$ cat src/rtl/sha1_message_hasher_core_defines.svh
// Assertion macros shared by the SHA-1 hasher RTL.
// Depends on nothing; users must provide clk_i and rst_ni in scope.
`ifndef SHA1_MESSAGE_HASHER_CORE_DEFINES_SVH
`define SHA1_MESSAGE_HASHER_CORE_DEFINES_SVH
`ifndef SYNTH
`define SHA1MH_ASSERT(lbl, prop) \
  lbl: assert property (@(posedge clk_i) disable iff (!rst_ni) prop) \
    else $error("sha1mh assertion failed");
`define SHA1MH_ASSERT_ALWAYS(lbl, prop) \
  lbl: assert property (@(posedge clk_i) prop) \
    else $error("sha1mh assertion failed");
`else
`define SHA1MH_ASSERT(lbl, prop)
`define SHA1MH_ASSERT_ALWAYS(lbl, prop)
`endif
`endif

$ cat src/rtl/sha1mh_pkg.sv
// Types and constants of the SHA-1 message hasher.
// No dependencies.
package sha1mh_pkg;

  // One queued input item.
  typedef struct packed {
    logic [7:0] data_byte;
    logic       has_byte;
    logic       msg_end;
  } item_t;

  // Chaining value after init, H0 in the lowest word.
  localparam logic [4:0][31:0] HInit = {
    32'hC3D2E1F0, 32'h10325476, 32'h98BADCFE, 32'hEFCDAB89, 32'h67452301
  };

  localparam logic [31:0] K0 = 32'h5A827999;
  localparam logic [31:0] K1 = 32'h6ED9EBA1;
  localparam logic [31:0] K2 = 32'h8F1BBCDC;
  localparam logic [31:0] K3 = 32'hCA62C1D6;

  localparam logic [7:0] PadMark   = 8'h80;
  localparam logic [5:0] PadStop   = 6'd56;
  localparam logic [5:0] BlockLast = 6'd63;
  localparam logic [6:0] RoundLast = 7'd79;
  localparam logic [2:0] LastIdx   = 3'd4;

endpackage

$ cat src/rtl/sha1_message_hasher_core.sv
// Top level of the SHA-1 message hasher: byte stream in, five digest words out.
// Depends on sha1mh_pkg, sha1mh_front and sha1mh_back.
//
//   Channel   Dir  tdata              tuser            tlast
//   s_axis    in   data_byte [7:0]    has_byte         msg_end
//   m_axis    out  digest_word [31:0] word_index [2:0] last_word
//
// The back end takes one queued item per cycle while idle between blocks. A full
// 64-byte block then runs all its rounds through the single shared round unit,
// then a fold step adds the result into the chaining value.
// At message end the 9 to 72 pad bytes go in one per cycle outside the block rounds,
// each padded block is compressed the same way, and five output beats follow.
// The input queue stalls only when full; a stalled output beat holds the back end.
// Reset is asynchronous and active low and restores the SHA-1 initial words.
module sha1_message_hasher_core #(
  parameter int unsigned QDepth = 4
) (
  input  logic        clk_i,
  input  logic        rst_ni,
  input  logic        s_axis_tvalid_i,
  output logic        s_axis_tready_o,
  input  logic [7:0]  s_axis_tdata_i,   // [7:0] data_byte
  input  logic        s_axis_tuser_i,   // [0] has_byte
  input  logic        s_axis_tlast_i,
  output logic        m_axis_tvalid_o,
  input  logic        m_axis_tready_i,
  output logic [31:0] m_axis_tdata_o,   // [31:0] digest_word
  output logic [2:0]  m_axis_tuser_o,   // [2:0] word_index
  output logic        m_axis_tlast_o
);

  // Queue handshake between the two halves.
  logic              q_valid;
  logic              q_pop;
  sha1mh_pkg::item_t q_item;

  // The front drops items that carry neither a byte nor an end of message,
  // so the back end only sees work that changes state.
  sha1mh_front #(
    .QDepth (QDepth)
  ) u_front (
    .clk_i           (clk_i),
    .rst_ni          (rst_ni),
    .s_axis_tvalid_i (s_axis_tvalid_i),
    .s_axis_tready_o (s_axis_tready_o),
    .s_axis_tdata_i  (s_axis_tdata_i),
    .s_axis_tuser_i  (s_axis_tuser_i),
    .s_axis_tlast_i  (s_axis_tlast_i),
    .q_valid_o       (q_valid),
    .q_item_o        (q_item),
    .q_pop_i         (q_pop)
  );

  // The back end owns the block buffer, the bit count and the chaining value,
  // and pulls a new item only when it sits idle between blocks.
  sha1mh_back u_back (
    .clk_i           (clk_i),
    .rst_ni          (rst_ni),
    .q_valid_i       (q_valid),
    .q_item_i        (q_item),
    .q_pop_o         (q_pop),
    .m_axis_tvalid_o (m_axis_tvalid_o),
    .m_axis_tready_i (m_axis_tready_i),
    .m_axis_tdata_o  (m_axis_tdata_o),
    .m_axis_tuser_o  (m_axis_tuser_o),
    .m_axis_tlast_o  (m_axis_tlast_o)
  );

endmodule

$ cat src/rtl/sha1mh_front.sv
// Input side of the SHA-1 hasher: accepts beats, drops empty items, queues the rest.
// Depends on sha1mh_pkg and sha1_message_hasher_core_defines.svh.
`include "sha1_message_hasher_core_defines.svh"
module sha1mh_front #(
  parameter int unsigned QDepth = 4
) (
  input  logic              clk_i,
  input  logic              rst_ni,
  input  logic              s_axis_tvalid_i,
  output logic              s_axis_tready_o,
  input  logic [7:0]        s_axis_tdata_i,
  input  logic              s_axis_tuser_i,
  input  logic              s_axis_tlast_i,
  output logic              q_valid_o,
  output sha1mh_pkg::item_t q_item_o,
  input  logic              q_pop_i
);

  localparam int unsigned PtrW = (QDepth > 1) ? $clog2(QDepth) : 1;
  localparam int unsigned CntW = $clog2(QDepth + 1);
  localparam logic [PtrW-1:0] PtrLast = PtrW'(QDepth - 1);
  localparam logic [CntW-1:0] CntFull = CntW'(QDepth);

  sha1mh_pkg::item_t mem_q [QDepth];
  logic [PtrW-1:0] wr_ptr_q, wr_ptr_d, rd_ptr_q, rd_ptr_d;
  logic [CntW-1:0] cnt_q, cnt_d;
  logic            push;

  assign s_axis_tready_o = (cnt_q != CntFull);
  // An item with neither a byte nor an end changes nothing, so it is not queued.
  assign push      = s_axis_tvalid_i && s_axis_tready_o && (s_axis_tuser_i || s_axis_tlast_i);
  assign q_valid_o = (cnt_q != '0);
  assign q_item_o  = mem_q[rd_ptr_q];

  always_comb begin
    wr_ptr_d = wr_ptr_q;
    rd_ptr_d = rd_ptr_q;
    if (push) begin
      wr_ptr_d = (wr_ptr_q == PtrLast) ? '0 : wr_ptr_q + 1'b1;
    end
    if (q_pop_i) begin
      rd_ptr_d = (rd_ptr_q == PtrLast) ? '0 : rd_ptr_q + 1'b1;
    end
    unique case ({push, q_pop_i})
      2'b10:   cnt_d = cnt_q + 1'b1;
      2'b01:   cnt_d = cnt_q - 1'b1;
      default: cnt_d = cnt_q;
    endcase
  end

  always_ff @(posedge clk_i or negedge rst_ni) begin
    if (!rst_ni) begin
      wr_ptr_q <= '0;
      rd_ptr_q <= '0;
      cnt_q    <= '0;
    end else begin
      wr_ptr_q <= wr_ptr_d;
      rd_ptr_q <= rd_ptr_d;
      cnt_q    <= cnt_d;
    end
  end

  always_ff @(posedge clk_i) begin
    if (push) begin
      mem_q[wr_ptr_q] <= '{data_byte: s_axis_tdata_i, has_byte: s_axis_tuser_i,
                           msg_end: s_axis_tlast_i};
    end
  end

  `SHA1MH_ASSERT(a_cnt_max, cnt_q <= CntFull)
  `SHA1MH_ASSERT(a_no_pop_empty, q_pop_i |-> (cnt_q != '0))
  `SHA1MH_ASSERT(a_empty_ptrs, (cnt_q == '0) |-> (wr_ptr_q == rd_ptr_q))

endmodule

$ cat src/rtl/sha1mh_back.sv
// Work side of the SHA-1 hasher: block buffer, padding, 80-round compression
// and digest output. Depends on sha1mh_pkg and sha1_message_hasher_core_defines.svh.
`include "sha1_message_hasher_core_defines.svh"
module sha1mh_back (
  input  logic              clk_i,
  input  logic              rst_ni,
  input  logic              q_valid_i,
  input  sha1mh_pkg::item_t q_item_i,
  output logic              q_pop_o,
  output logic              m_axis_tvalid_o,
  input  logic              m_axis_tready_i,
  output logic [31:0]       m_axis_tdata_o,
  output logic [2:0]        m_axis_tuser_o,
  output logic              m_axis_tlast_o
);

  typedef enum logic [2:0] {
    S_IDLE,
    S_PAD,
    S_ROUND,
    S_FOLD,
    S_OUT
  } state_e;

  state_e           state_q;
  logic [4:0][31:0] chain_q;
  logic [60:0]      cnt_q;      // message length in bytes; bit count is this times 8
  logic             pad_q, mark_q, in_len_q, fin_q;
  logic [2:0]       len_k_q;
  logic [6:0]       rnd_q;
  logic [2:0]       widx_q;
  logic             out_vld_q;

  // Buffer doubles as the 16-word schedule window, oldest word on top.
  logic [511:0]     blk_q;
  logic [63:0]      len_q;
  logic [31:0]      a_q, b_q, c_q, d_q, e_q;

  logic        push_en, push_full, use_len;
  logic [7:0]  push_byte;
  logic [5:0]  pos;
  logic [2:0]  len_sh;
  logic [31:0] fn, kc, t_sum, w_new;

  function automatic logic [31:0] rotl(input logic [31:0] v, input logic [4:0] s);
    rotl = (v << s) | (v >> (6'd32 - {1'b0, s}));
  endfunction

  assign pos     = cnt_q[5:0];
  assign q_pop_o = (state_q == S_IDLE) && q_valid_i;
  assign use_len = mark_q && (in_len_q || (pos == sha1mh_pkg::PadStop));
  assign len_sh  = 3'd7 - len_k_q;

  always_comb begin
    push_en   = 1'b0;
    push_byte = q_item_i.data_byte;
    if (state_q == S_IDLE) begin
      push_en = q_pop_o && q_item_i.has_byte;
    end else if (state_q == S_PAD) begin
      push_en = 1'b1;
      if (!mark_q) begin
        push_byte = sha1mh_pkg::PadMark;
      end else if (use_len) begin
        push_byte = len_q[{len_sh, 3'b000} +: 8];
      end else begin
        push_byte = 8'h00;
      end
    end
  end
  assign push_full = push_en && (pos == sha1mh_pkg::BlockLast);

  always_comb begin
    if (rnd_q < 7'd20) begin
      fn = (b_q & c_q) | (~b_q & d_q);
      kc = sha1mh_pkg::K0;
    end else if (rnd_q < 7'd40) begin
      fn = b_q ^ c_q ^ d_q;
      kc = sha1mh_pkg::K1;
    end else if (rnd_q < 7'd60) begin
      fn = (b_q & c_q) | (b_q & d_q) | (c_q & d_q);
      kc = sha1mh_pkg::K2;
    end else begin
      fn = b_q ^ c_q ^ d_q;
      kc = sha1mh_pkg::K3;
    end
    t_sum = rotl(a_q, 5'd5) + fn + e_q + kc + blk_q[511:480];
    w_new = rotl(blk_q[95:64] ^ blk_q[255:224] ^ blk_q[447:416] ^ blk_q[511:480], 5'd1);
  end

  always_ff @(posedge clk_i or negedge rst_ni) begin
    if (!rst_ni) begin
      state_q   <= S_IDLE;
      chain_q   <= sha1mh_pkg::HInit;
      cnt_q     <= '0;
      pad_q     <= 1'b0;
      mark_q    <= 1'b0;
      in_len_q  <= 1'b0;
      fin_q     <= 1'b0;
      len_k_q   <= '0;
      rnd_q     <= '0;
      widx_q    <= '0;
      out_vld_q <= 1'b0;
    end else begin
      if (push_en) begin
        cnt_q <= cnt_q + 61'd1;
      end
      unique case (state_q)
        S_IDLE: begin
          if (q_pop_o) begin
            if (push_full) begin
              pad_q   <= q_item_i.msg_end;
              rnd_q   <= '0;
              state_q <= S_ROUND;
            end else if (q_item_i.msg_end) begin
              pad_q   <= 1'b1;
              state_q <= S_PAD;
            end
          end
        end
        S_PAD: begin
          mark_q <= 1'b1;
          if (use_len) begin
            in_len_q <= 1'b1;
            len_k_q  <= len_k_q + 3'd1;
            if (len_k_q == 3'd7) begin
              fin_q <= 1'b1;
            end
          end
          if (push_full) begin
            rnd_q   <= '0;
            state_q <= S_ROUND;
          end
        end
        S_ROUND: begin
          rnd_q <= rnd_q + 7'd1;
          if (rnd_q == sha1mh_pkg::RoundLast) begin
            state_q <= S_FOLD;
          end
        end
        S_FOLD: begin
          chain_q[0] <= chain_q[0] + a_q;
          chain_q[1] <= chain_q[1] + b_q;
          chain_q[2] <= chain_q[2] + c_q;
          chain_q[3] <= chain_q[3] + d_q;
          chain_q[4] <= chain_q[4] + e_q;
          if (fin_q) begin
            widx_q    <= '0;
            out_vld_q <= 1'b1;
            state_q   <= S_OUT;
          end else if (pad_q) begin
            state_q <= S_PAD;
          end else begin
            state_q <= S_IDLE;
          end
        end
        S_OUT: begin
          if (m_axis_tready_i) begin
            if (widx_q == sha1mh_pkg::LastIdx) begin
              // Digest delivered: start the next message from scratch.
              out_vld_q <= 1'b0;
              chain_q   <= sha1mh_pkg::HInit;
              cnt_q     <= '0;
              pad_q     <= 1'b0;
              mark_q    <= 1'b0;
              in_len_q  <= 1'b0;
              fin_q     <= 1'b0;
              len_k_q   <= '0;
              state_q   <= S_IDLE;
            end else begin
              widx_q <= widx_q + 3'd1;
            end
          end
        end
        default: state_q <= S_IDLE;
      endcase
    end
  end

  always_ff @(posedge clk_i) begin
    if (push_en) begin
      blk_q <= {blk_q[503:0], push_byte};
    end else if (state_q == S_ROUND) begin
      blk_q <= {blk_q[479:0], w_new};
    end
    if (state_q == S_PAD && !mark_q) begin
      len_q <= {cnt_q, 3'b000};
    end
    if (push_full) begin
      a_q <= chain_q[0];
      b_q <= chain_q[1];
      c_q <= chain_q[2];
      d_q <= chain_q[3];
      e_q <= chain_q[4];
    end else if (state_q == S_ROUND) begin
      a_q <= t_sum;
      b_q <= a_q;
      c_q <= rotl(b_q, 5'd30);
      d_q <= c_q;
      e_q <= d_q;
    end
  end

  assign m_axis_tvalid_o = out_vld_q;
  assign m_axis_tdata_o  = chain_q[widx_q];
  assign m_axis_tuser_o  = widx_q;
  assign m_axis_tlast_o  = (widx_q == sha1mh_pkg::LastIdx);

  `SHA1MH_ASSERT(a_rnd_range, (state_q == S_ROUND) |-> (rnd_q <= sha1mh_pkg::RoundLast))
  `SHA1MH_ASSERT(a_last_idx, (out_vld_q && m_axis_tready_i && m_axis_tlast_o) |=> !out_vld_q)
  `SHA1MH_ASSERT(a_len_at_end, (state_q == S_PAD && use_len && len_k_q == 3'd7) |-> push_full)

endmodule
$ cat config.mk
export PLATFORM = sky130hd
export DESIGN_NAME = sha1_message_hasher_core
export DESIGN_NICKNAME = d
export VERILOG_FILES = /design/src/rtl/sha1mh_pkg.sv /design/src/rtl/sha1_message_hasher_core.sv /design/src/rtl/sha1mh_front.sv /design/src/rtl/sha1mh_back.sv
export VERILOG_INCLUDE_DIRS = /design/src /design/src/rtl
export SDC_FILE = /design/constraint.sdc
export NUM_CORES = 2
export LEC_CHECK = 0
export BUFFER_PORTS_ARGS = -buffer_cell sky130_fd_sc_hd__buf_4
export CAP_MARGIN = 20
export CORE_ASPECT_RATIO = 0.6
export CORE_UTILIZATION = 30
export CTS_CLUSTER_SIZE = 8
export DETAILED_ROUTE_END_ITERATION = 6
export GPL_TIMING_DRIVEN = 0
export PLACE_DENSITY = 0.55
export REMOVE_ABC_BUFFERS = 1
export SLEW_MARGIN = 25
export SYNTH_ARGS = -nofsm -noshare
export SYNTH_HDL_FRONTEND = slang
export SYNTH_SLANG_ARGS = --single-unit
$ cat constraint.sdc
create_clock -name clk_i -period 15.45 [get_ports clk_i]
set_input_delay 3.09 -clock clk_i [delete_from_list [all_inputs] [get_ports clk_i]]
set_output_delay 3.09 -clock clk_i [all_outputs]
set_load 0.02 [all_outputs]
# After elaboration in Yosys (flattened, before gate mapping)
# Memory sizes are Yosys's and may differ from the RTL's.
# Index checks and enable logic that the tools add are counted.
# Widths: inputs -> output; s select.
dict set report classes {
  bitwise 16
  n_addsub 18
  shifts 1
  order_cmp 4
  eq_ne 24
  reduce_logical 28
  mux 71
}
# cell count
set op_table {}
lappend op_table {{$mux 512} 2}
lappend op_table {{$mux 32} 16}
lappend op_table {{$mux 160} 2}
lappend op_table {{$pmux 160 s2} 1}
lappend op_table {{$add 32x32->32} 9}
lappend op_table {{$mux 61} 4}
lappend op_table {{$xor 32x32->32} 5}
lappend op_table {{$and 32x32->32} 4}
lappend op_table {{$bmux 32 s3} 1}
lappend op_table {{$or 32x32->32} 3}
lappend op_table {{$shiftx 64x7->8} 1}
lappend op_table {{$add 61x1->61 const B} 1}
lappend op_table {{$mux 3} 12}
lappend op_table {{$mux 8} 4}
lappend op_table {{$not 32->32} 1}
lappend op_table {{$or 32x1->32} 1}
lappend op_table {{$or 32x30->32} 1}
lappend op_table {{$or 32x5->32} 1}
lappend op_table {{$mux 31} 1}
lappend op_table {{$pmux 7 s3} 1}
lappend op_table {{$pmux 3 s2} 3}
lappend op_table {{$pmux 3 s5} 1}
lappend op_table {{$lt 7x6->1 const B} 2}
lappend op_table {{$mux 1} 14}
lappend op_table {{32 further kinds} 71}
dict set report word_totals {
  ram_bits 40
  memories 1
  elab_cells 188
  input_bits 14
  output_inout_bits 38
  reg_bits 982
}
# memory depth word_bits rd rd_ports_with_merged_regs wr line_no
set memory_table {}
lappend memory_table {u_front.mem_q 4 10 1 0 1 sha1mh_front.sv:24} ;# sha1mh_pkg::item_t mem_q [QDepth];

# Logic depth before layout (Yosys ltp)
dict set report depth {
  ltp_word 12
  mapped_depth 26
  mapped_depth_nobuf 24
}

# By module
# From an unflattened synthesis, not the netlist that was laid out.
dict set report unflattened {
  hier_cells 5737
  area_unflattened_um2 56897.1
}
# mod cells_per_inst seq_area_each_um2 area_per_inst_um2 instances
set modules_own_cells {}
lappend modules_own_cells {sha1mh_back 5648 28167.0 55019.0 1}
lappend modules_own_cells {sha1mh_front 89 1376.3 1878.1 1}

# Worst setup path before layout
# OpenSTA, ideal clock, no wires.
dict set report synth_timing {
  path_kind {register to register}
  from {register u_front.rd_ptr_q[0]}
  to {register u_back.blk_q[0], enable pin}
  slack_ns 1.223
  n_path_buf 3
  arrival_ns 10.544
  t_required_ns 11.767
  path_stages_with_launch 7
  synth_period_minus_slack_ns 14.227
  setup_ns 3.683
  cell_sequence {dfrtp_1 mux4_2 a31oi_1 clkbuf_1 clkbuf_1 buf_1 nand2_1}
}
dict set report synth_between {
  elab_chain_cells 4
}
# element line_no
set synth_lines {}
lappend synth_lines {{start, declared} sha1mh_front.sv:25} ;# logic [PtrW-1:0] wr_ptr_q, wr_ptr_d, rd_ptr_q, rd_ptr_d;
lappend synth_lines {{start signal, assigned} sha1mh_front.sv:58} ;# rd_ptr_q <= rd_ptr_d;
lappend synth_lines {{$mem_v2 4x10} --}
lappend synth_lines {{$logic_and 1x1->1} sha1mh_back.sv:58} ;# push_en = q_pop_o && q_item_i.has_byte;
lappend synth_lines {{$mux 1} sha1mh_back.sv:57} ;# if (state_q == S_IDLE) begin
lappend synth_lines {{$reduce_bool 2->1 (no line)} --}
lappend synth_lines {{end signal, assigned} sha1mh_back.sv:181} ;# blk_q <= {blk_q[503:0], push_byte};
lappend synth_lines {{end signal, assigned} sha1mh_back.sv:183} ;# blk_q <= {blk_q[479:0], w_new};
lappend synth_lines {{end, declared} sha1mh_back.sv:35} ;# logic [511:0] blk_q;
# No other way between the ends.
# A chain may end at the register's enable or synchronous reset.

# Worst setup path in the final report
dict set report layout_timing {
  from {register u_back.rnd_q[2]}
  to {register u_back.a_q[24] (data pin)}
}
dict set report layout_between {
  elab_chain_cells 10
  word_cells_on_any_way 15
  cone_classes {add/sub: 4; order compare: 3; mux: 8}
}
# element line_no
set layout_lines {}
lappend layout_lines {{start, declared} sha1mh_back.sv:30} ;# logic [6:0] rnd_q;
lappend layout_lines {{start signal, assigned} sha1mh_back.sv:135} ;# rnd_q <= rnd_q + 7'd1;
lappend layout_lines {{$lt 7x6->1} sha1mh_back.sv:79} ;# end else if (rnd_q < 7'd60) begin
lappend layout_lines {{$mux 32} sha1mh_back.sv:79}
lappend layout_lines {{$mux 32} sha1mh_back.sv:76} ;# end else if (rnd_q < 7'd40) begin
lappend layout_lines {{$mux 32} sha1mh_back.sv:73} ;# if (rnd_q < 7'd20) begin
lappend layout_lines {{$add 32x32->32 (2 in a row)} sha1mh_back.sv:86} ;# t_sum = rotl(a_q, 5'd5) + fn + e_q + kc + blk_q[511:480];
lappend layout_lines {{$add 32x32->32 (*) (2 in a row)} sha1mh_back.sv:86}
lappend layout_lines {{$mux 32 (*)} sha1mh_back.sv:194} ;# end else if (state_q == S_ROUND) begin
lappend layout_lines {{$mux 32 (*)} sha1mh_back.sv:188} ;# if (push_full) begin
lappend layout_lines {{end signal, assigned} sha1mh_back.sv:189} ;# a_q <= chain_q[0];
lappend layout_lines {{end signal, assigned} sha1mh_back.sv:195} ;# a_q <= t_sum;
lappend layout_lines {{end, declared} sha1mh_back.sv:37} ;# logic [31:0] a_q, b_q, c_q, d_q, e_q;
# Every way passes the cells marked *; elsewhere a longest branch is shown, timed or not. The select of a mux whose other input is x is not followed.

==> metrics.cfg <==
[run_status]
status=finished, final reports clean

[timing]
hold_viol_final=0
skew_ps=50.3
slew_headroom_pct=25.8
final.period_utilization_pct=57.4
setup_viol=0
fin_tns_setup_ps=0
drv_slew=0
tightest_slew_ps=1110
max_freq_mhz=113
timing.final.crit_period_ps=8870
grt_setup_unrepaired=no

[global_routing]
grt_usage_pct=16.8
grt_overflow_total=0
antenna_found_initial=5
grt_pass1_vias=37000
grt_pass1_wl_mm=243
grt_max_degree=81

[yosys]
async_flop_share_pct=24.4
synth_area_sq_mm=0.0569
synthTopCellsByArea=edfxtp_1 (41%), mux2_2 (9.2%), dfrtp_1 (7.4%)
netlist_top_cells_count=edfxtp_1 (773), nand2_1 (622), mux2_2 (464)
synth-edff-count=773
ys_ff_latch=1022
avgSynthCellArea_sq_um=11.8
syn_inst=4811
synth_top_flop_cell=edfxtp_1
synth_largest_area_cell=edfxtp_1
yosysMostFrequentCell=edfxtp_1
synth_top_area_share_pct=40.8
ys_types=79
synth_seq_area_share_pct=51.9
yosys_warnings=0

[clock_network]
post_cts_resized=0
postCtsHoldBufs=0
cts_sinks=1022
cts_root_buf=clkbuf_16
cts_buffers=145
cts-htree-levels=4
post_cts_buffers=0
cts_buffer_depth=3
cts_tree=built
worstSkewPairLatency_ps=770
clkTransAtPathRegs_ps=50

[hold_path]
hold_path.class=reg -> reg
min_path_cells=0
hold_end=u_back.len_q[63]
min-delay-start=u_back.cnt_q[60]

[pwr]
p_switching_mw=6.80
power_switching_share_pct=39.3
ir_worst_vdd_uv=166
p_int_mw=10.5
leakage_nw=25.4
seq_power_share_pct=34.6
power_frac_comb_pct=47.8
power.density_mw_per_mm2=262
clkPwrFrac_pct=17.6

[floorplanning]
fp.coreArea_sq_mm=0.188
fp.dieArea_sq_mm=0.191
initial_utilization_pct=30.3
ios=52
rows=123
die_h_um=339
die_w_um=564

[finish]
nets=5251
final_cells=7503
n_fill_cell=18300
area_delta_synth_final_pct=16.1
n_antenna_cell=0
drive_gt1_share_pct=19.2
fin_util_pct=35.1

[detailed_routing]
viasPerCell=5.15
drt_iter0_markers=4384
drc_errors=0
routed_wl_mm=161
ant_nets=0
drtPass1Iterations=6
vias=38700
wl_per_cell_um=21.5

[placement]
place_inst=7255
gp_congestion=0.876
hpwl_mm=117
io_buffers=51

[worst_setup_path]
regToRegSetupSlack_ps=6580
worst_setup_path_end_kind=register
critPathKind=reg -> reg
ff2ff_path_depth=23
crit_arrival_ps=9370
cp_data_required_time_ps=15950
r2r_start=u_back.rnd_q[2]
cp_max_fo=18
crit_path_start_kind=register
reg2reg_to=u_back.a_q[24]

[run]
drv_cap=0

kinds of logic after synthesis:
family | Yosys count | share of synthesized area [%]
muxes | 559 | 12.1
buffers and inverters | 463 | 3.07
DFF | 1022 | 51.9
and+or+nand+nor | 1219 | 9.37
adders and majority gates | 333 | 8.91
AOI/OAI and AO/OA | 896 | 9.72
xor gates and xnor gates | 319 | 4.91
metrics by stage:
| stage | hold WS [ps] | cell area (sq um) | total power [mW] | setup slack (ps) |
|---|---|---|---|---|
| finish | 464 | 66000 | 17.3 | 6580 |
| global route | 491 | 66000 | 18.4 | 6320 |
| CTS | 469 | 66000 | 17.3 | 6430 |
| detailed placement | 456 | 61800 | 14.2 | 6470 |
| global placement | 453 | 59600 | 14.1 | -226300 |
| floorplan | 434 | 56100 | 12.0 | -77110 |
layout make-up:
type	instances	area [sq um]	share of cell area, %
repair buffers	146	2380	3.61
well taps	2500	3130	4.74
clock inverters	13	248	0.375
inverters	263	988	1.50
flip-flops and latches	1022	29600	44.8
clock buffers	233	4000	6.06
multi-input cells	3326	25700	39.0
worst max-delay path by stage:
stage | startpoint | end | slack [ps] | depth (start not counted)
6_report | u_back.rnd_q[2] | u_back.a_q[24] | 6580 | 23
5_1_grt | u_back.rnd_q[3] | u_back.a_q[24] | 6320 | 24
4_1_cts | u_back.rnd_q[2] | u_back.a_q[24] | 6430 | 23
3_5_place_dp | u_back.rnd_q[2] | u_back.a_q[24] | 6470 | 23
3_3_place_gp | u_back.state_q[0] | u_back.a_q[25] | -226300 | 4
2_1_floorplan | u_back.state_q[0] | u_back.blk_q[0] | -77110 | 3
power groups by stage:
stage	Combinational (mW)	Sequential, mW	Clock [mW]
global route	9.06	6.13	3.23
finish	8.27	5.99	3.04
floorplan	6.35	5.68	0
detailed placement	8.17	6.00	0
global placement	7.93	6.14	0
CTS	8.24	5.97	3.12
cell usage in the layout, fill, tap and decap left out, types with 8 or more instances in the layout:
master     instances
a211oi_1          18
o31ai_1           17
mux2i_1           40
xor2_1           116
nand4_1           21
o211ai_1          16
and4_1            11
nor2b_1           27
and3_1            42
nand2_1          614
nor2_1           253
clkbuf_1          86
o22a_1             9
ha_1             213
mux2_2           464
o221ai_1           8
buf_16            51
xnor2_1          203
o21a_1            30
mux4_2            55
clkbuf_16        147
o21ai_0          280
a21oi_1          260
a21o_1            93
nand3_1           89
inv_1            260
fa_1             120
a221o_1           13
a221oi_1          16
dfstp_2           80
o21bai_1          23
nor3_1            52
nand2b_1          25
and2_1            17
or3_1             24
buf_12            18
dfrtp_1          165
edfxtp_1         773
a31oi_1           24
buf_4             67
routing by layer:
layer | global-route usage (%) | routed length, um | up-vias
li1 | - | - | 17600
met1 | 28.1 | 84000 | 19400
met2 | 20.7 | 59600 | 1459
met3 | 4.09 | 15500 | 174
met4 | 3.61 | 2260 | 4
met5 | 0 | 23 | -
state kept, by name, indices dropped and copies added, names as in the netlist, 32 cells and up:
| register | cells |
|---|---|
| u_back.b_q | 32 |
| u_back.a_q | 32 |
| u_back.e_q | 32 |
| u_back.len_q | 61 |
| u_back.c_q | 32 |
| u_back.cnt_q | 61 |
| u_back.d_q | 32 |
| u_front.mem_q | 40 |
| u_back.blk_q | 512 |
| u_back.chain_q | 160 |
worst max-delay path: stages (launching register included):
cell	delay, ps
dfrtp_1	460
a41oi_2	650
nand2_2	330
buf_12	260
nand2_2	600
clkinv_2	740
a221oi_1	940
fa_1	540
inv_1	100
ha_1	160
inv_1	50
fa_1	430
inv_1	80
ha_1	220
a21o_1	180
a21oi_1	220
o21bai_1	140
a21boi_0	290
o21bai_1	210
a2111oi_0	630
o21bai_1	290
a221oi_1	420
xor2_1	410
a21oi_1	130
Power figures use the tool's default switching activity.
